$ cat src/hw/rtl/packed_bit_array_access_top_defines.svh
// Assertion macros shared by the packed bit array RTL.
`ifndef PACKED_BIT_ARRAY_ACCESS_TOP_DEFINES_SVH
`define PACKED_BIT_ARRAY_ACCESS_TOP_DEFINES_SVH
`ifndef ASSERT_OFF
// Same-cycle implication, disabled while reset is high.
`define PBA_ASSERT_IMPLY(label, clk, rst, ante, cons) \
   label: assert property (@(posedge clk) disable iff (rst) (ante) |-> (cons)) \
      else $error("assertion failed");
// Next-cycle implication, disabled while reset is high.
`define PBA_ASSERT_NEXT(label, clk, rst, ante, cons) \
   label: assert property (@(posedge clk) disable iff (rst) (ante) |=> (cons)) \
      else $error("assertion failed");
`else
`define PBA_ASSERT_IMPLY(label, clk, rst, ante, cons)
`define PBA_ASSERT_NEXT(label, clk, rst, ante, cons)
`endif
`endif

$ cat src/hw/rtl/pba_pkg.sv
// Types, constants and helper functions of the packed bit array.
package pba_pkg;

   // Cube geometry and entry widths.
   localparam int CUBE_SIDE   = 16;
   localparam int COORD_W     = 4;
   localparam int NUM_ENTRIES = CUBE_SIDE * CUBE_SIDE * CUBE_SIDE;
   localparam int INDEX_W     = $clog2(NUM_ENTRIES);
   localparam int MAX_WIDTH   = 16;
   localparam int WIDTH_W     = 5;
   localparam int VALUE_W     = 16;

   // Packed storage words.
   localparam int WORD_BITS   = 64;
   localparam int POS_W       = $clog2(WORD_BITS);
   localparam int NUM_WORDS   = (NUM_ENTRIES * MAX_WIDTH + WORD_BITS - 1) / WORD_BITS;
   localparam int ADDR_W      = $clog2(NUM_WORDS);
   localparam int BIT_OFS_W   = $clog2(NUM_ENTRIES * MAX_WIDTH);

   // Command queue between the front and back ends.
   localparam int QUEUE_DEPTH = 2;

   // Entry width after reset.
   localparam logic [WIDTH_W-1:0] RESET_WIDTH = WIDTH_W'(4);

   // Operation codes carried by each input word.
   typedef enum logic {
      ACT_READ  = 1'b0,
      ACT_WRITE = 1'b1
   } action_type;

   // One classified command as it travels from the front end to the back end.
   typedef struct packed {
      action_type           action;
      logic [ADDR_W-1:0]    word_idx;
      logic [POS_W-1:0]     pos;
      logic [WIDTH_W-1:0]   width;
      logic                 spans;
      logic [VALUE_W-1:0]   value;
   } pba_cmd_type;

   // Mask of the low width bits; width is already limited to 1..MAX_WIDTH.
   function automatic logic [VALUE_W-1:0] low_mask(input logic [WIDTH_W-1:0] width);
      logic [VALUE_W:0] ones;
      ones = ({{VALUE_W{1'b0}}, 1'b1} << width) - {{VALUE_W{1'b0}}, 1'b1};
      return ones[VALUE_W-1:0];
   endfunction

endpackage

$ cat src/hw/rtl/pba_front.sv
// Front end: accepts request words, holds the width register and classifies each access.
module pba_front (
   input  logic                          clock,
   input  logic                          reset,
   input  logic                          req_valid,
   output logic                          req_stall,
   input  logic                          req_action,
   input  logic [pba_pkg::COORD_W-1:0]   req_coord_x,
   input  logic [pba_pkg::COORD_W-1:0]   req_coord_y,
   input  logic [pba_pkg::COORD_W-1:0]   req_coord_z,
   input  logic [pba_pkg::VALUE_W-1:0]   req_write_value,
   input  logic                          csr_wr_en,
   input  logic [pba_pkg::WIDTH_W-1:0]   csr_wr_data,
   input  logic                          clearing,
   input  logic                          queue_full,
   output logic                          push,
   output pba_pkg::pba_cmd_type          push_cmd
);
   import pba_pkg::*;

   logic [WIDTH_W-1:0]         entry_width_ff;
   logic [WIDTH_W-1:0]         entry_width_in;
   logic [WIDTH_W-1:0]         eff_width;
   logic [INDEX_W-1:0]         lin_index;
   logic [INDEX_W+WIDTH_W-1:0] product;
   logic [BIT_OFS_W-1:0]       bit_ofs;
   logic [POS_W:0]             end_pos;

   // Width register; the user writes it only while the block is idle; not enforced.
   always_comb begin
      entry_width_in = entry_width_ff;
      if (csr_wr_en) begin
         entry_width_in = csr_wr_data;
      end
   end

   always_ff @(posedge clock) begin
      if (reset) begin
         entry_width_ff <= RESET_WIDTH;
      end else begin
         entry_width_ff <= entry_width_in;
      end
   end

   // A width of zero acts as one, and widths above the maximum saturate.
   always_comb begin
      eff_width = entry_width_ff;
      if (entry_width_ff == '0) begin
         eff_width = WIDTH_W'(1);
      end else if (entry_width_ff > WIDTH_W'(MAX_WIDTH)) begin
         eff_width = WIDTH_W'(MAX_WIDTH);
      end
   end

   // Linear index is x + (y*side + z)*side; the side is a power of two.
   assign lin_index = {req_coord_y, req_coord_z, req_coord_x};
   assign product   = {{WIDTH_W{1'b0}}, lin_index} * {{INDEX_W{1'b0}}, eff_width};
   assign bit_ofs   = product[BIT_OFS_W-1:0];
   assign end_pos   = {1'b0, bit_ofs[POS_W-1:0]} + (POS_W+1)'(eff_width);

   // Classified command for the back end.
   always_comb begin
      push_cmd.action   = action_type'(req_action);
      push_cmd.word_idx = bit_ofs[BIT_OFS_W-1:POS_W];
      push_cmd.pos      = bit_ofs[POS_W-1:0];
      push_cmd.width    = eff_width;
      push_cmd.spans    = end_pos > (POS_W+1)'(WORD_BITS);
      push_cmd.value    = req_write_value & low_mask(eff_width);
   end

   // Hold off new words while the store is being cleared or the queue is full.
   assign req_stall = queue_full | clearing;
   assign push      = req_valid & ~req_stall;

endmodule

$ cat config.mk
export PLATFORM = sky130hd
export DESIGN_NAME = pba_front
export DESIGN_NICKNAME = d
export VERILOG_FILES = /design/src/hw/rtl/packed_bit_array_access_top_defines.svh /design/src/hw/rtl/pba_pkg.sv /design/src/hw/rtl/pba_front.sv
export SDC_FILE = /design/constraint.sdc
export NUM_CORES = 1
export LEC_CHECK = 0
export BUFFER_PORTS_ARGS = -buffer_cell sky130_fd_sc_hd__buf_2
export CELL_PAD_IN_SITES_DETAIL_PLACEMENT = 1
export CELL_PAD_IN_SITES_GLOBAL_PLACEMENT = 2
export CORE_MARGIN = 4
export CORE_UTILIZATION = 32
export DETAILED_ROUTE_END_ITERATION = 10
export PLACE_DENSITY = 0.95
export SYNTH_ARGS = -nofsm -noshare
export SYNTH_HDL_FRONTEND = slang
export SYNTH_SLANG_ARGS = --single-unit
$ cat constraint.sdc
create_clock -name clock -period 11.8 [get_ports clock]
set_input_delay 1.77 -clock clock [delete_from_list [all_inputs] [get_ports clock]]
set_output_delay 1.77 -clock clock [all_outputs]
set_load 0.05 [all_outputs]
# == Yosys cells after proc, flatten, opt, wreduce, memory -nomap -nowiden ==
# Cells that the tools add are included.
# word_totals
inputBits,40
regBits,5
word_cells,14
out_inout_bits,41
# classes
addsub,2
order_cmp,2
shifts,1
mux,2
n_reduce_logical,1
n_bitwise,4
n_mul,1
# op_table
operator,count
AND 16 bit,1
multiplier 12 x 5 -> 16 bit,1
left shift 1 x 5 -> 16 bit (first input constant),1
subtractor 16 x 1 -> 16 bit (second input constant),1
2-to-1 mux 5 bit,2
adder 6 x 5 -> 7 bit,1
> comparator 7 bit (second input constant),1
> comparator 5 bit (second input constant),1
zero test 5 bit,1
AND 1 bit,1
inverter 1 bit,1
OR 1 bit,1

# == Longest topological paths before layout ==
# depth
word_depth,6
ltp_mapped,16
ltp_nobuf,14

# == Worst setup path after synthesis ==
# OpenSTA, ideal clock, no wires.
# synth_path
path_type,in2out
startpoint,in req_coord_x[1] (netlist bit)
endpoint,out push_cmd[16] (netlist bit)
slack_ps,3869
n_path_buf,0
t_arrival_ps,6161
stages,11
required_ps,10030
path_cell_list,and3_1 > fa_1 > fa_1 > fa_1 > ha_1 > xor2_1 > ha_1 > o21a_1 > nor2_1 > a2111oi_0 > a31oi_1
# synth_lines
element,line_no,rtl
"start, declared",pba_front.sv:8,"input logic [pba_pkg::COORD_W-1:0] req_coord_x,"
"end, declared",pba_front.sv:17,output pba_pkg::pba_cmd_type push_cmd

==> results.toml <==
[clocking]
worst_skew_pair.late_latency_ns = 0.22
htree_depth = 1
cts_hold_buffers = 0
cts-buffers-inserted = 3
clock_path_buffers = 2
postCtsSetupRepairBufs = 0
clk_pin_slew_worst_paths_ns = 0.04
clock-sinks = 5
cts-root-buf = "sky130_fd_sc_hd__clkbuf_8"
post_cts_resized = 0
cts_tree = "yes"

[critical_path]
path_max_fanout = 5
critPathLaunchType = "primary input"
crit_required_ns = 10.03
slowest_stage = "sky130_fd_sc_hd__fa_1"
rr_worst_depth = 2
crit_top_cell = "sky130_fd_sc_hd__fa_1"
cp.depth = 14
worst_ep_arrival_time_ns = 5.52
worst-setup-path-type = "primary input to primary output"
crit_family = "adder cells"
timing.critical_path.to_type = "primary output"
path_cells = "buf_2 > inv_1 > nor2_1 > fa_1 > fa_1 > fa_1 > ha_1 > xor2_1 > ha_1 > o21a_1 > nor2_1 > a2111oi_0 > a31oi_1 > buf_2"
worst_path_largest_cell_delay_ns = 0.53
critical_path_buf_inv_count = 3

[route]
remaining_drc_errors = 0
detail_route.iter0.violations = 66
drt-vias-per-instance = 5.01
routed-via-count = 2409
drtAntennaViolNets = 0
totalWireLength_um = 6870
drt_pre_antenna_iters = 4
wl_per_cell_um = 14.3

[placed_design]
dp_cell_count = 477
detailedPlacementHpwl_um = 5850
gp_congestion = 0.784
pre_cts_ws_ns = 4.46
buffer_ports.inserted = 76

[synth]
ys_dominant_reg_cell = "sky130_fd_sc_hd__dfxtp_1"
mappedNetlistNets = 414
mappedNetlistArea_um2 = 2510
avgSynthCellArea_um2 = 7.96
synth.distinct_cells = 46
yosysWarnings = 0
synth.top_cells.by_area = "sky130_fd_sc_hd__fa_1 (24%), sky130_fd_sc_hd__ha_1 (14%), sky130_fd_sc_hd__and2_1 (10%)"
ys_seq_area_share_pct = 3.99
synth_top_area_cell = "sky130_fd_sc_hd__fa_1"
synth_commonest_cells = "sky130_fd_sc_hd__and2_1 (41), sky130_fd_sc_hd__fa_1 (30), sky130_fd_sc_hd__inv_1 (30), sky130_fd_sc_hd__ha_1 (29), sky130_fd_sc_hd__nand2_1 (21)"
async_reset_ff_share_pct = 0
count_of_flip_flops_with_a_built_in_enable_after_synthesis = 0
post-synth-top-count-cell = "sky130_fd_sc_hd__and2_1"
ys_ff_latch = 5
synth_largest_type_area_fraction_pct = 24.0
post_synth_inst_count = 315

[timing]
rsz0062_at_grt = "false"
clock_tree_skew_after_final_layout_ns = 0
fmaxAchievable_mhz = 137
finalWorstPathRequiredPeriod_ns = 7.29
final_max_slew_viol_count = 0
max-slew-margin-rel_pct = 42.4
period_share_pct = 61.8
setup_violations = 0
tightest_slew_ns = 0.862
finalSetupTns_ns = 0
timing.hold.ws_ns = 0.685
report.final.hold_viol_count = 0
setup_ws_ns = 4.51

[floorplanning]
die_area_um2 = 9310
die_width_um = 96.5
dieHeight_um = 96.5
core_area_um2 = 7690
io_pins = 81
row_count = 32
start_util_pct = 32.6

[cells_and_area]
fin_nets = 479
register_area_um2 = 100
n_antenna_cell = 0
largest_register_ffs = 5
stdcell_count = 481
multi_input_comb_area_um2 = 2220
ratio_of_cells_with_drive_above_1_in_the_final_layout_pct = 24.0
area_delta_synth_final_pct = 19.7
biggestRegsByFlops = "entry_width_ff (5)"
max_flop_register = "entry_width_ff"
n_fill_cell = 960

[global_routing]
grt_first_pass_wirelength_um = 11400
grt_antenna_before_repair = 0
grt_pass1_vias = 2450
grt_start_max_net_pins = 29
grt_overflow = 0
global_route.usage.total_pct = 15.0

[power_and_ir_drop]
power.leakage_nw = 1.64
final_power_mw = 0.331
power.ir.vdd_worst_uv = 70.0
cellPowerDensity_nw_per_um2 = 111

[min_path]
min_delay_path_depth = 2
min_path_type = "flop to flop"

[outcome]
result_of_the_run = "finished clean"

[flow_run]
max_cap_violations = 0
## layout make-up
cell class / count / share of cell area, %
inverters: 30 / 3.75
flip-flops and latches: 5 / 3.34
clock buffers: 4 / 1.50
multi-input cells: 262 / 74.0
repair buffers: 78 / 13.2
well taps: 102 / 4.26
## cells by family (layout without fill, tap and decap cells)
family                     count (synthesis)  after routing  synth area share, %
muxes                                      5              5                 2.00
adders and majority gates                 59             59                 38.4
xor gates and xnor gates                  18             18                 6.29
AOI/OAI and AO/OA                         58             58                 15.6
other                                      1              1                0.150
buffers and inverters                     48            112                 7.49
and+or+nand+nor                          121            121                 26.1
DFF                                        5              5                 3.99
## layout by cell type (no fill, tap or decap), types with 11 or more instances in the layout
cell type,netlist,layout
sky130_fd_sc_hd__ha_1,29,29
sky130_fd_sc_hd__and3_1,12,12
sky130_fd_sc_hd__buf_2,3,76
sky130_fd_sc_hd__o21ai_0,11,11
sky130_fd_sc_hd__nand2_1,21,21
sky130_fd_sc_hd__fa_1,30,30
sky130_fd_sc_hd__nor2_1,17,17
sky130_fd_sc_hd__inv_1,30,30
sky130_fd_sc_hd__a21oi_1,16,16
sky130_fd_sc_hd__and2_1,41,41
## report_power, final
part	switching, mW	internal [mW]
clock network	0.00854	0.0232
registers	0.00382	0.0181
logic	0.192	0.0855
## worst min-delay path: stages, from the launching register on
cell and delay [ns]:
sky130_fd_sc_hd__dfxtp_1 0.41, sky130_fd_sc_hd__mux2i_1 0.17, sky130_fd_sc_hd__nor2_1 0.05
## worst paths after layout
check | from | end | slack [ns]
max | req_coord_x[0] | push_cmd[16] | 4.51
min | entry_width_ff[0]$_SDFFE_PP0P_ | entry_width_ff[0]$_SDFFE_PP0P_ | 0.68
max reg2reg | entry_width_ff[3]$_SDFFE_PP0P_ | entry_width_ff[3]$_SDFFE_PP0P_ | 10.66
min reg2reg | entry_width_ff[0]$_SDFFE_PP0P_ | entry_width_ff[0]$_SDFFE_PP0P_ | 0.68
## layer usage
layer	share of wire [%]	GRT usage [%]	wire (um)	up-vias
met2	50	26.0	3440	44
met4	1.2	2.80	85	0
met1	45	20.7	3130	1183
met3	3.2	0.930	220	8
met5	0	0	0	-
li1	-	-	-	1174
## per-stage QoR
stage | area, um^2 | util, %
after CTS | 3000 | 39.0
after global placement | 2950 | 38.4
final | 3000 | 39.0
after floorplan | 2510 | -
after global routing | 3000 | 39.0
after detailed placement | 2950 | 38.4
Note: power is estimated with default switching activity, not from simulation.
