File: src/hw/rtl/packed_bit_array_access_top_defines.svh
// Assertion macros shared by the packed bit array RTL.
`ifndef PACKED_BIT_ARRAY_ACCESS_TOP_DEFINES_SVH
`define PACKED_BIT_ARRAY_ACCESS_TOP_DEFINES_SVH
`ifndef ASSERT_OFF
// Same-cycle implication, disabled while reset is high.
`define PBA_ASSERT_IMPLY(label, clk, rst, ante, cons) \
   label: assert property (@(posedge clk) disable iff (rst) (ante) |-> (cons)) \
      else $error("assertion failed");
// Next-cycle implication, disabled while reset is high.
`define PBA_ASSERT_NEXT(label, clk, rst, ante, cons) \
   label: assert property (@(posedge clk) disable iff (rst) (ante) |=> (cons)) \
      else $error("assertion failed");
`else
`define PBA_ASSERT_IMPLY(label, clk, rst, ante, cons)
`define PBA_ASSERT_NEXT(label, clk, rst, ante, cons)
`endif
`endif

File: src/hw/rtl/pba_pkg.sv
// Types, constants and helper functions of the packed bit array.
package pba_pkg;

   // Cube geometry and entry widths.
   localparam int CUBE_SIDE   = 16;
   localparam int COORD_W     = 4;
   localparam int NUM_ENTRIES = CUBE_SIDE * CUBE_SIDE * CUBE_SIDE;
   localparam int INDEX_W     = $clog2(NUM_ENTRIES);
   localparam int MAX_WIDTH   = 16;
   localparam int WIDTH_W     = 5;
   localparam int VALUE_W     = 16;

   // Packed storage words.
   localparam int WORD_BITS   = 64;
   localparam int POS_W       = $clog2(WORD_BITS);
   localparam int NUM_WORDS   = (NUM_ENTRIES * MAX_WIDTH + WORD_BITS - 1) / WORD_BITS;
   localparam int ADDR_W      = $clog2(NUM_WORDS);
   localparam int BIT_OFS_W   = $clog2(NUM_ENTRIES * MAX_WIDTH);

   // Command queue between the front and back ends.
   localparam int QUEUE_DEPTH = 2;

   // Entry width after reset.
   localparam logic [WIDTH_W-1:0] RESET_WIDTH = WIDTH_W'(4);

   // Operation codes carried by each input word.
   typedef enum logic {
      ACT_READ  = 1'b0,
      ACT_WRITE = 1'b1
   } action_type;

   // One classified command as it travels from the front end to the back end.
   typedef struct packed {
      action_type           action;
      logic [ADDR_W-1:0]    word_idx;
      logic [POS_W-1:0]     pos;
      logic [WIDTH_W-1:0]   width;
      logic                 spans;
      logic [VALUE_W-1:0]   value;
   } pba_cmd_type;

   // Mask of the low width bits; width is already limited to 1..MAX_WIDTH.
   function automatic logic [VALUE_W-1:0] low_mask(input logic [WIDTH_W-1:0] width);
      logic [VALUE_W:0] ones;
      ones = ({{VALUE_W{1'b0}}, 1'b1} << width) - {{VALUE_W{1'b0}}, 1'b1};
      return ones[VALUE_W-1:0];
   endfunction

endpackage

File: src/hw/rtl/pba_queue.sv
// Short command queue between the front end and the back end.
`include "packed_bit_array_access_top_defines.svh"
module pba_queue (
   input  logic                  clock,
   input  logic                  reset,
   input  logic                  push,
   input  pba_pkg::pba_cmd_type  push_cmd,
   output logic                  full,
   input  logic                  pop,
   output logic                  empty,
   output pba_pkg::pba_cmd_type  head_cmd
);
   import pba_pkg::*;

   localparam int PTR_W = (QUEUE_DEPTH > 1) ? $clog2(QUEUE_DEPTH) : 1;
   localparam int CNT_W = $clog2(QUEUE_DEPTH + 1);
   localparam logic [PTR_W-1:0] LAST_PTR = PTR_W'(QUEUE_DEPTH - 1);

   pba_cmd_type       slot_ff [QUEUE_DEPTH];
   logic [PTR_W-1:0]  wr_ptr_ff;
   logic [PTR_W-1:0]  wr_ptr_in;
   logic [PTR_W-1:0]  rd_ptr_ff;
   logic [PTR_W-1:0]  rd_ptr_in;
   logic [CNT_W-1:0]  count_ff;
   logic [CNT_W-1:0]  count_in;

   assign full     = count_ff == CNT_W'(QUEUE_DEPTH);
   assign empty    = count_ff == '0;
   assign head_cmd = slot_ff[rd_ptr_ff];

   // Pointer and fill count updates.
   always_comb begin
      wr_ptr_in = wr_ptr_ff;
      rd_ptr_in = rd_ptr_ff;
      count_in  = count_ff;
      if (push) begin
         wr_ptr_in = (wr_ptr_ff == LAST_PTR) ? '0 : wr_ptr_ff + PTR_W'(1);
      end
      if (pop) begin
         rd_ptr_in = (rd_ptr_ff == LAST_PTR) ? '0 : rd_ptr_ff + PTR_W'(1);
      end
      if (push && !pop) begin
         count_in = count_ff + CNT_W'(1);
      end else if (pop && !push) begin
         count_in = count_ff - CNT_W'(1);
      end
   end

   always_ff @(posedge clock) begin
      if (reset) begin
         wr_ptr_ff <= '0;
         rd_ptr_ff <= '0;
         count_ff  <= '0;
      end else begin
         wr_ptr_ff <= wr_ptr_in;
         rd_ptr_ff <= rd_ptr_in;
         count_ff  <= count_in;
      end
   end

   // Queue slots carry payload only.
   always_ff @(posedge clock) begin
      if (push) begin
         slot_ff[wr_ptr_ff] <= push_cmd;
      end
   end

   `PBA_ASSERT_IMPLY(a_no_push_when_full, clock, reset, push, !full)
   `PBA_ASSERT_IMPLY(a_no_pop_when_empty, clock, reset, pop, !empty)
   `PBA_ASSERT_NEXT(a_push_fills, clock, reset, push && !pop, !empty)

endmodule

File: config.mk
export PLATFORM = sky130hd
export DESIGN_NAME = pba_queue
export DESIGN_NICKNAME = d
export VERILOG_FILES = /design/src/hw/rtl/pba_pkg.sv /design/src/hw/rtl/pba_queue.sv
export VERILOG_INCLUDE_DIRS = /design/src /design/src/hw/rtl
export SDC_FILE = /design/constraint.sdc
export NUM_CORES = 1
export LEC_CHECK = 0
export BUFFER_PORTS_ARGS = -buffer_cell sky130_fd_sc_hd__buf_2
export CAP_MARGIN = 20
export CORE_ASPECT_RATIO = 0.9
export CORE_UTILIZATION = 42
export DETAILED_ROUTE_END_ITERATION = 8
export PLACE_DENSITY = 0.66
export SETUP_SLACK_MARGIN = 0.5
export SLEW_MARGIN = 20
export SYNTH_ARGS = -nofsm -noshare
export SYNTH_HDL_FRONTEND = slang
export SYNTH_SLANG_ARGS = --single-unit
File: constraint.sdc
create_clock -name clock -period 4.6 [get_ports clock]
set_clock_uncertainty 0.2 [all_clocks]
set_input_delay 0.92 -clock clock [delete_from_list [all_inputs] [get_ports clock]]
set_output_delay 0.92 -clock clock [all_outputs]
set_load 0.02 [all_outputs]
# == Word level (Yosys, flattened, before mapping) ==
# Memories as Yosys holds them, arrays and structs flattened. A register that Yosys moved wholly into a read port is not among the register bits.
# Cells that the tools add are included.
# word_totals
ff_bits,4
ram_bits,78
in_bits,43
out_inout_bits,41
word_cells,23
mem_count,1
# op_classes
add_sub_neg,4
eq_ne,1
muxes,8
n_reduce_logical,6
# mem_list
name,words,width,read_ports,rd_ports_with_merged_regs,write_ports,line,rtl
slot_ff,2,39,1,1,1,pba_queue.sv:19,pba_cmd_type slot_ff [QUEUE_DEPTH];
# ops
cell,n
$mux W1,6
$mux W2,2
$add A1 B1 Y1 const B,2
$add A2 B1 Y2 const B,1
$eq A2 B2 Y1 const B,1
$logic_and A1 B1 Y1,2
$logic_not A1 Y1,2
$logic_not A2 Y1,1
$reduce_bool A2 Y1,1
$sub A2 B1 Y2 const B,1

# == Depth between registers and ports, before layout ==
# Gate-level depths: netlist of run 1.
# depth
ltp_word,4
ltp_mapped,5
ltp_nobuf,5

# == Worst setup path before layout of run 1 ==
# OpenSTA, ideal clock, no wires.
# synth_path
kind,in2reg
startpoint,in push
endpoint,mem slot_ff[0][0] (netlist bit) (enable)
setup_time_ns,0.440
t_arrival_ns,2.667
t_required_ns,3.960
path_slack_ns,1.293
cell_stages,1
n_path_buf,0
path_cell_list,nor2b_1
# synth_between
elab_chain_len,2
# synth_lines
element,line,rtl
from (decl),pba_queue.sv:6,"input logic push,"
$mux W1,pba_queue.sv:63,if (push) begin
$mux W1 (not written as such),pba_queue.sv:64,slot_ff[wr_ptr_ff] <= push_cmd;
to (decl),pba_queue.sv:19,
# No other way between the ends.

==> flow_summary.toml, run 1 <==
[setup_path]
crit_chain = "mux2_2 > buf_2"
cp_num_buf_inv = 1
critPathLaunchType = "flip-flop"
end_kind = "output port"
cp.arrival_ps = 1910
r2r_slack_ps = 2810
regToRegStartpoint = "wr_ptr_ff"
cp_max_fo = 39
cp_slowest_cell = "dfxtp_2"
cpPeakStageDelay_ps = 960
critical_path.top_delay_family = "flip-flops"
required_ps = 3480
path_class = "reg2out"

[finish]
area_growth_pct = 25.5
design_area_mm2 = 0.00379
mostFrequentLayoutCells = "83 x buf_2, 78 x edfxtp_1, 39 x mux2_2"
fin_cells = 329
nets = 278
post-route-util_pct = 56.0
layout_commonest_cell = "buf_2"
layout-drive-gt1-share_pct = 59.0
diodes = 0

[power]
power_density_mw_per_mm2 = 448
leakage_nw = 1.44
intPower_mw = 1.33
clkPwrFrac_pct = 34.8
power_frac_seq_pct = 53.3
ir_worst_vdd_v = 0.000209
netSwitchingPower_uw = 372
switching_share_pct = 21.9
combPwrFrac_pct = 11.9
total_power_mw = 1.70

[logic_synthesis]
synth.mux.area_fraction_pct = 14.6
syn_area_mm2 = 0.00302
synth_adder_area_share_pct = 0.415
syn_inst = 143
synth_top_family_by_area = "multiplexers"
synth.distinct_cells = 17
synth_seq_cells = 83
syn-num-nets = 187
synth_xor_area_share_pct = 1.16
avgSynthCellArea_um2 = 21.1
ys_warn_count = 0
ys_seq_area_share_pct = 80.9
synth_compound_area_share_pct = 0.332
synthSimpleGateAreaFrac_pct = 1.53

[drt]
drc = 0
dr.first_iter.drc_count = 46
routedWlPerCell_um = 14.1
num_vias = 1545
drtPass1Iterations = 4
drt.antenna.violating_nets = 0
vias_per_cell = 4.70
routed_wl_um = 4640

[sta]
post-route-min-period_ps = 3030
worstMarginPinSlew_ps = 968
hold_slack_ps = 319
drv_slew = 0
period_share_pct = 65.9
slew_headroom_pct = 35.4
rsz0062_at_grt = "false"
max_freq_mhz = 330
setup_viol_count_final = 0
fin_tns_setup_ps = 0
hold_viol_final = 0
setup_slack_ps = 1570

[global_routing]
antenna_found_initial = 0
grt_overflow = 0
grt_max_degree = 40
grt_pass1_wl_um = 7210
grt.total_usage_pct = 13.2
first_global_vias = 1560

[cts]
cts_setup_buffers = 0
clock-root-buffer = "clkbuf_8"
clock_sink_count = 83
postCtsResizedCells = 0
clk_pin_slew_ps = 70
hold_buffers = 0
cts_tree = "built"
htreeDepth = 3
cts_max_path_buffers = 2
clock_latency_ps = 330
numCtsBuffers = 9

[placement]
hpwl_um = 2910
portBuffers = 83
place_area_mm2 = 0.00355
placed_cells_incl_taps = 313
detailedPlace.worstSlack_ps = 1910
finalWeightedCongestion = 0.672

[floorplanning]
die_x_um = 91.4
io_pins = 84
coreArea_mm2 = 0.00676
row_count = 28
die_y_um = 82.4
start_util_pct = 44.6
dieArea_mm2 = 0.00753

[run]
cap_viol_max_count = 0

[outcome]
status = "completed"

[worst_hold_path]
hp-start = "rd_ptr_ff"
min_path_type = "reg2reg"
## layer usage
metal / vias to the layer above / GRT usage [%] / share of wire (%)
met5: - / 0 / 0
met4: 0 / 3.81 / 0.24
met3: 3 / 8.15 / 9.7
met2: 67 / 22.1 / 47
met1: 737 / 14.1 / 43
li1: 738 / - / -
## power groups by stage
stage                     logic (mW)  registers, mW  clock network [mW]
after floorplan                0.141          0.906                   0
after global placement         0.199          0.920                   0
after detailed placement       0.205          0.922                   0
after CTS                      0.206          0.905               0.607
after global routing           0.217          0.910               0.634
final                          0.202          0.904               0.591
## cells by family after synthesis
group,Yosys count
AOI/OAI and AO/OA,2
xor gates and xnor gates,4
adders and majority gates,1
buffers and inverters,5
DFF,83
muxes,39
and+or+nand+nor,9
## state kept, by name (all words and copies together), names as in the netlist, named ones only
register and count:
count_ff 2, rd_ptr_ff 1, slot_ff 78, wr_ptr_ff 1
## cell type report
| cell class | count | area [um^2] |
|---|---|---|
| clock buffers | 10 | 128 |
| clock inverters | 6 | 104 |
| fillers | 535 | 2980 |
| inverters | 1 | 3.75 |
| multi-input cells | 55 | 552 |
| flip-flops and latches | 83 | 2440 |
| well taps | 90 | 113 |
| repair buffers | 84 | 443 |
## worst paths after layout
kind | depth (start not counted) | to
setup / recovery | 2 | head_cmd[32]
hold / removal | 2 | rd_ptr_ff
setup reg to reg | 1 | slot_ff[1][4]
hold reg to reg | 2 | rd_ptr_ff
## synthesized netlist by cell type (all sizes together)
master / n / area (um^2)
mux2: 39 / 439
a21oi: 1 / 5.00
o21ai: 1 / 5.00
ha: 1 / 12.5
xor2: 2 / 17.5
buf: 4 / 28.8
nor2: 5 / 18.8
xnor2: 2 / 17.5
or3: 1 / 6.26
and2b: 1 / 8.76
nor2b: 1 / 6.26
and2: 1 / 6.26
inv: 1 / 3.75
edfxtp: 78 / 2340
dfxtp: 5 / 100
Note: power is estimated with default switching activity, not from simulation.
==> run 2: changes to the inputs <==
clock period = 2.84 ns   (was 4.6 ns; I/O delays follow)
==> run 2 against run 1 <==
Effect of this change: register-to-register slack got worse by 1700 ps; die area unchanged; critical path depth rose by 1; combinational power increased by 78%; cell count up 1.5%; utilization grew 0.33 points; first-iteration DRC count is 30% higher; clock-buffer cell count up 1; worst setup slack worse by 920 ps; sequential power is 59% higher; sequential share of layout area is 0.32 points lower.
==> flow_summary.toml, run 2 (synthesis results as in run 1) <==
[power]
total_power_mw = 2.69
power_density_mw_per_mm2 = 705
ir_worst_vdd_v = 0.000413
leakage_nw = 1.45

[placement]
portBuffers = 83
finalWeightedCongestion = 0.641
hpwl_um = 3360

[finish]
area_growth_pct = 26.2
register_area_mm2 = 0.00245
diodes = 0
layout-drive-gt1-share_pct = 59.8
reg_top3 = "slot_ff (78), count_ff (2)"
multiInputGateArea_um2 = 552
nets = 283
top_register = "slot_ff"
layout_commonest_cell = "buf_2"
mostFrequentLayoutCells = "83 x buf_2, 78 x edfxtp_1, 39 x mux2_2"
largest_reg_flops = 78
nFillCells = 565

[setup_path]
crit_chain = "buf_12 > mux2_2 > buf_2"
cpPeakStageDelay_ps = 370
path_class = "reg2out"
required_ps = 2070
end_kind = "output port"
cp_slowest_cell = "dfxtp_4"
r2r_cells = 2
critPathLaunchType = "flip-flop"
cp_max_fo = 25
cp.arrival_ps = 1420

[cts]
clock_sink_count = 83
clock-root-buffer = "clkbuf_8"
hold_buffers = 0
clock_latency_ps = 340
htreeDepth = 3
clk_pin_slew_ps = 80
numCtsBuffers = 9
cts_tree = "built"
cts_max_path_buffers = 2

[sta]
hold_viol_final = 0
worstMarginPinSlew_ps = 528
rsz0062_at_grt = "false"
fin_tns_setup_ps = 0
period_share_pct = 77.2
hold_slack_ps = 206
setup_viol_count_final = 0
post-route-min-period_ps = 2190
drv_slew = 0
slew_headroom_pct = 64.8
max_freq_mhz = 456

[floorplanning]
row_count = 28
coreArea_mm2 = 0.00676
dieArea_mm2 = 0.00753
io_pins = 84
die_x_um = 91.4
die_y_um = 82.4
start_util_pct = 44.6

[global_routing]
grt_pass1_wl_um = 7430
use_met3_pct = 7.14
grt-busiest-layer = "met2"
grt_max_degree = 26
first_global_vias = 1565
use_met2_pct = 21.4
grt_overflow = 0
antenna_found_initial = 0
grt.total_usage_pct = 14.1
grt_use_met1_pct = 17.2

[drt]
num_vias = 1558
drt.antenna.violating_nets = 0
routed_wl_um = 4970
routedWlPerCell_um = 14.9
vias_per_cell = 4.66
dr.first_iter.drc_count = 60
drtPass1Iterations = 4
drc = 0

[worst_hold_path]
min_path_type = "in2reg"
holdPathStages = 1

[outcome]
status = "completed"

[run]
cap_viol_max_count = 0
## run 2: changes by cell type in the layout (fill, tap and decap cells not counted), sizes merged
cell / previous run / this run
buf: 84 / 89
clkbuf: 10 / 11
bufinv: 3 / 2
clkinv: 3 / 2
clkinvlp: 0 / 1
## run 2: final cells by class
type / instances / share of cell area, %
inverters: 1 / 0.0986
repair buffers: 89 / 12.7
flip-flops and latches: 83 / 64.2
clock inverters: 5 / 2.04
clock buffers: 11 / 3.45
multi-input cells: 55 / 14.5
well taps: 90 / 2.96
## run 2: worst paths after layout
kind	start	to	slack, ps
max reg2reg	wr_ptr_ff	slot_ff[1][22]	1160
min reg2reg	count_ff[1]	count_ff[1]	310
min	push_cmd[23]	slot_ff[1][23]	210
max	flip-flop	head_cmd[0]	650
## run 2: power by group
group / switching [mW] / total, mW / leakage, nW / internal [mW]
clock network: 0.391 / 0.884 / 0.103 / 0.493
registers: 0.0215 / 1.44 / 0.774 / 1.42
logic: 0.206 / 0.359 / 0.569 / 0.153
total: 0.618 / 2.69 / 1.45 / 2.07
## run 2: stage by stage
| step | utilization [%] | area, um^2 | std cells | setup WS [ps] |
|---|---|---|---|---|
| after floorplan | - | 3020 | 143 | 611 |
| after global placement | 53.0 | 3580 | 316 | 722 |
| after detailed placement | 53.0 | 3580 | 316 | 729 |
| after CTS | 56.3 | 3810 | 334 | 621 |
| after global routing | 56.3 | 3810 | 334 | 575 |
| final | 56.3 | 3810 | 334 | 648 |
## run 2: routing by layer
layer | share of wire [%] | vias to the layer above
met4 | 1.3 | 0
li1 | - | 746
met5 | 0 | -
met3 | 9.3 | 6
met2 | 44 | 67
met1 | 45 | 739
## run 2: repair_timing
action / 4_1_cts / 5_1_grt
gates resized for setup: 1 / 0
setup buffers: 2 / 0
setup endpoints to repair: 25 / 0
## run 2: critical path, delay by kind of cell, from the launching register on
| kind | cells | cell delay [ps] |
|---|---|---|
| multiplexers | 1 | 360 |
| buffers and inverters | 2 | 350 |
| flip-flops | 1 | 370 |
==> run 3: changes to the inputs <==
clock period = 2.3 ns   (was 2.84 ns; I/O delays follow)
==> run 3 against run 2 <==
Effect of this change: cell count decreased by 0.30%; routed wire length is 3.8% lower; non-clock buffer count did not move; critical endpoint is now head_cmd[21]; largest cell class unchanged; highest routed layer unchanged.
==> flow_summary.toml, run 3 (synthesis results as in run 1) <==
[outcome]
status = "completed"

[cts]
htreeDepth = 3
cts_tree = "built"
cts_setup_buffers = 0
numCtsBuffers = 9
cts_max_path_buffers = 2
clock-root-buffer = "clkbuf_8"
clk_pin_slew_ps = 80
clock_sink_count = 83
clock_latency_ps = 340

[finish]
nets = 283
nFillCells = 547
fin_cells = 333
layout_commonest_cell = "buf_2"
diodes = 0
layout-drive-gt1-share_pct = 60.1
largest_reg_flops = 78
top_register = "slot_ff"
reg_top3 = "slot_ff (78), count_ff (2)"
mostFrequentLayoutCells = "83 x buf_2, 78 x edfxtp_1, 39 x mux2_2"
area_growth_pct = 25.2

[drt]
drc = 0
vias_per_cell = 4.71
dr.first_iter.drc_count = 24
drtPass1Iterations = 4
routed_wl_um = 4780
routedWlPerCell_um = 14.3
num_vias = 1567
drt.antenna.violating_nets = 0

[sta]
period_share_pct = 90.4
setup_viol_count_final = 0
rsz0062_at_grt = "true"
hold_viol_final = 0
post-route-min-period_ps = 2080
worstMarginPinSlew_ps = 277
slew_headroom_pct = 81.5
max_freq_mhz = 481
setup_slack_ps = 221
fin_tns_setup_ps = 0
drv_slew = 0

[power]
power_frac_seq_pct = 56.0
power_density_mw_per_mm2 = 842
intPower_mw = 2.43
netSwitchingPower_uw = 750
clkPwrFrac_pct = 30.1
ir_worst_vdd_v = 0.000488
switching_share_pct = 23.6
combPwrFrac_pct = 13.9
leakage_nw = 1.43

[global_routing]
grt_max_degree = 23
antenna_found_initial = 0
grt_pass1_wl_um = 7400
first_global_vias = 1550
grt.total_usage_pct = 13.8
grt_overflow = 0

[run]
cap_viol_max_count = 0

[setup_path]
required_ps = 1640
cp_slowest_cell = "dfxtp_2"
path_class = "reg2out"
cp_max_fo = 22
cpPeakStageDelay_ps = 380
end_kind = "output port"
critPathLaunchType = "flip-flop"
cp.arrival_ps = 1420
crit_chain = "buf_12 > mux2_2 > buf_2"

[floorplanning]
die_x_um = 91.4
coreArea_mm2 = 0.00676
start_util_pct = 44.6
row_count = 28
die_y_um = 82.4
dieArea_mm2 = 0.00753
io_pins = 84

[placement]
finalWeightedCongestion = 0.667
portBuffers = 83
placed_cells_incl_taps = 318
detailedPlace.worstSlack_ps = 489
hpwl_um = 3210

[worst_hold_path]
min_path_type = "in2reg"
## run 3: path summary, 6_finish.rpt
kind	slack, ps	end	cells past startpoint	start
worst max-delay path	220	head_cmd[21]	3	flip-flop
worst min-delay path	100	slot_ff[0][2]	1	push_cmd[2]
worst max register to register	900	slot_ff[1][3]	2	wr_ptr_ff
worst min register to register	300	count_ff[1]	2	count_ff[1]
## run 3: cell type report
type,instances,area (um^2),share of cell area (%)
Inverter,1,3.75,0.0993
Sequential cell,83,2440,64.7
Multi-Input combinational cell,55,552,14.6
Tap cell,90,113,2.98
Timing Repair Buffer,89,485,12.8
Clock buffer,9,124,3.28
Clock inverter,6,57.6,1.52
## run 3: critical path, delay by kind of cell (launching register included)
kind	cells	cell delay [ps]
buffers and inverters	2	340
DFF	1	380
muxes	1	350
## run 3: layer usage
metal | part of all wire, % | GRT usage, % | wire length (um) | up-vias
met5 | 0 | 0 | 0 | -
met4 | 1.5 | 5.71 | 70 | 0
met3 | 10 | 7.60 | 477 | 8
met2 | 46 | 21.7 | 2190 | 71
met1 | 43 | 15.8 | 2040 | 746
li1 | - | - | - | 742
## run 3: stage by stage
stage / hold WS [ps] / power (mW) / area [um^2] / utilization (%)
after floorplan: 261 / 2.09 / 3030 / -
after global placement: 285 / 2.25 / 3570 / 52.8
after detailed placement: 293 / 2.26 / 3570 / 52.8
after CTS: 74.1 / 3.23 / 3770 / 55.8
after global routing: 77.1 / 3.32 / 3780 / 55.9
final: 102 / 3.18 / 3780 / 55.9
## run 3: timing repair
action / CTS / global route
hold buffers: 0 / 0
resized for setup: 6 / 1
endpoints found under the setup margin: 40 / 39
cloned: 0 / 0
## run 3: power groups by stage
stage / clock (mW) / combinational, mW / sequential, mW
2_1_floorplan: 0 / 0.284 / 1.81
3_3_place_gp: 0 / 0.437 / 1.81
3_5_place_dp: 0 / 0.439 / 1.82
4_1_cts: 0.996 / 0.449 / 1.78
5_1_grt: 1.05 / 0.476 / 1.79
6_report: 0.957 / 0.442 / 1.78
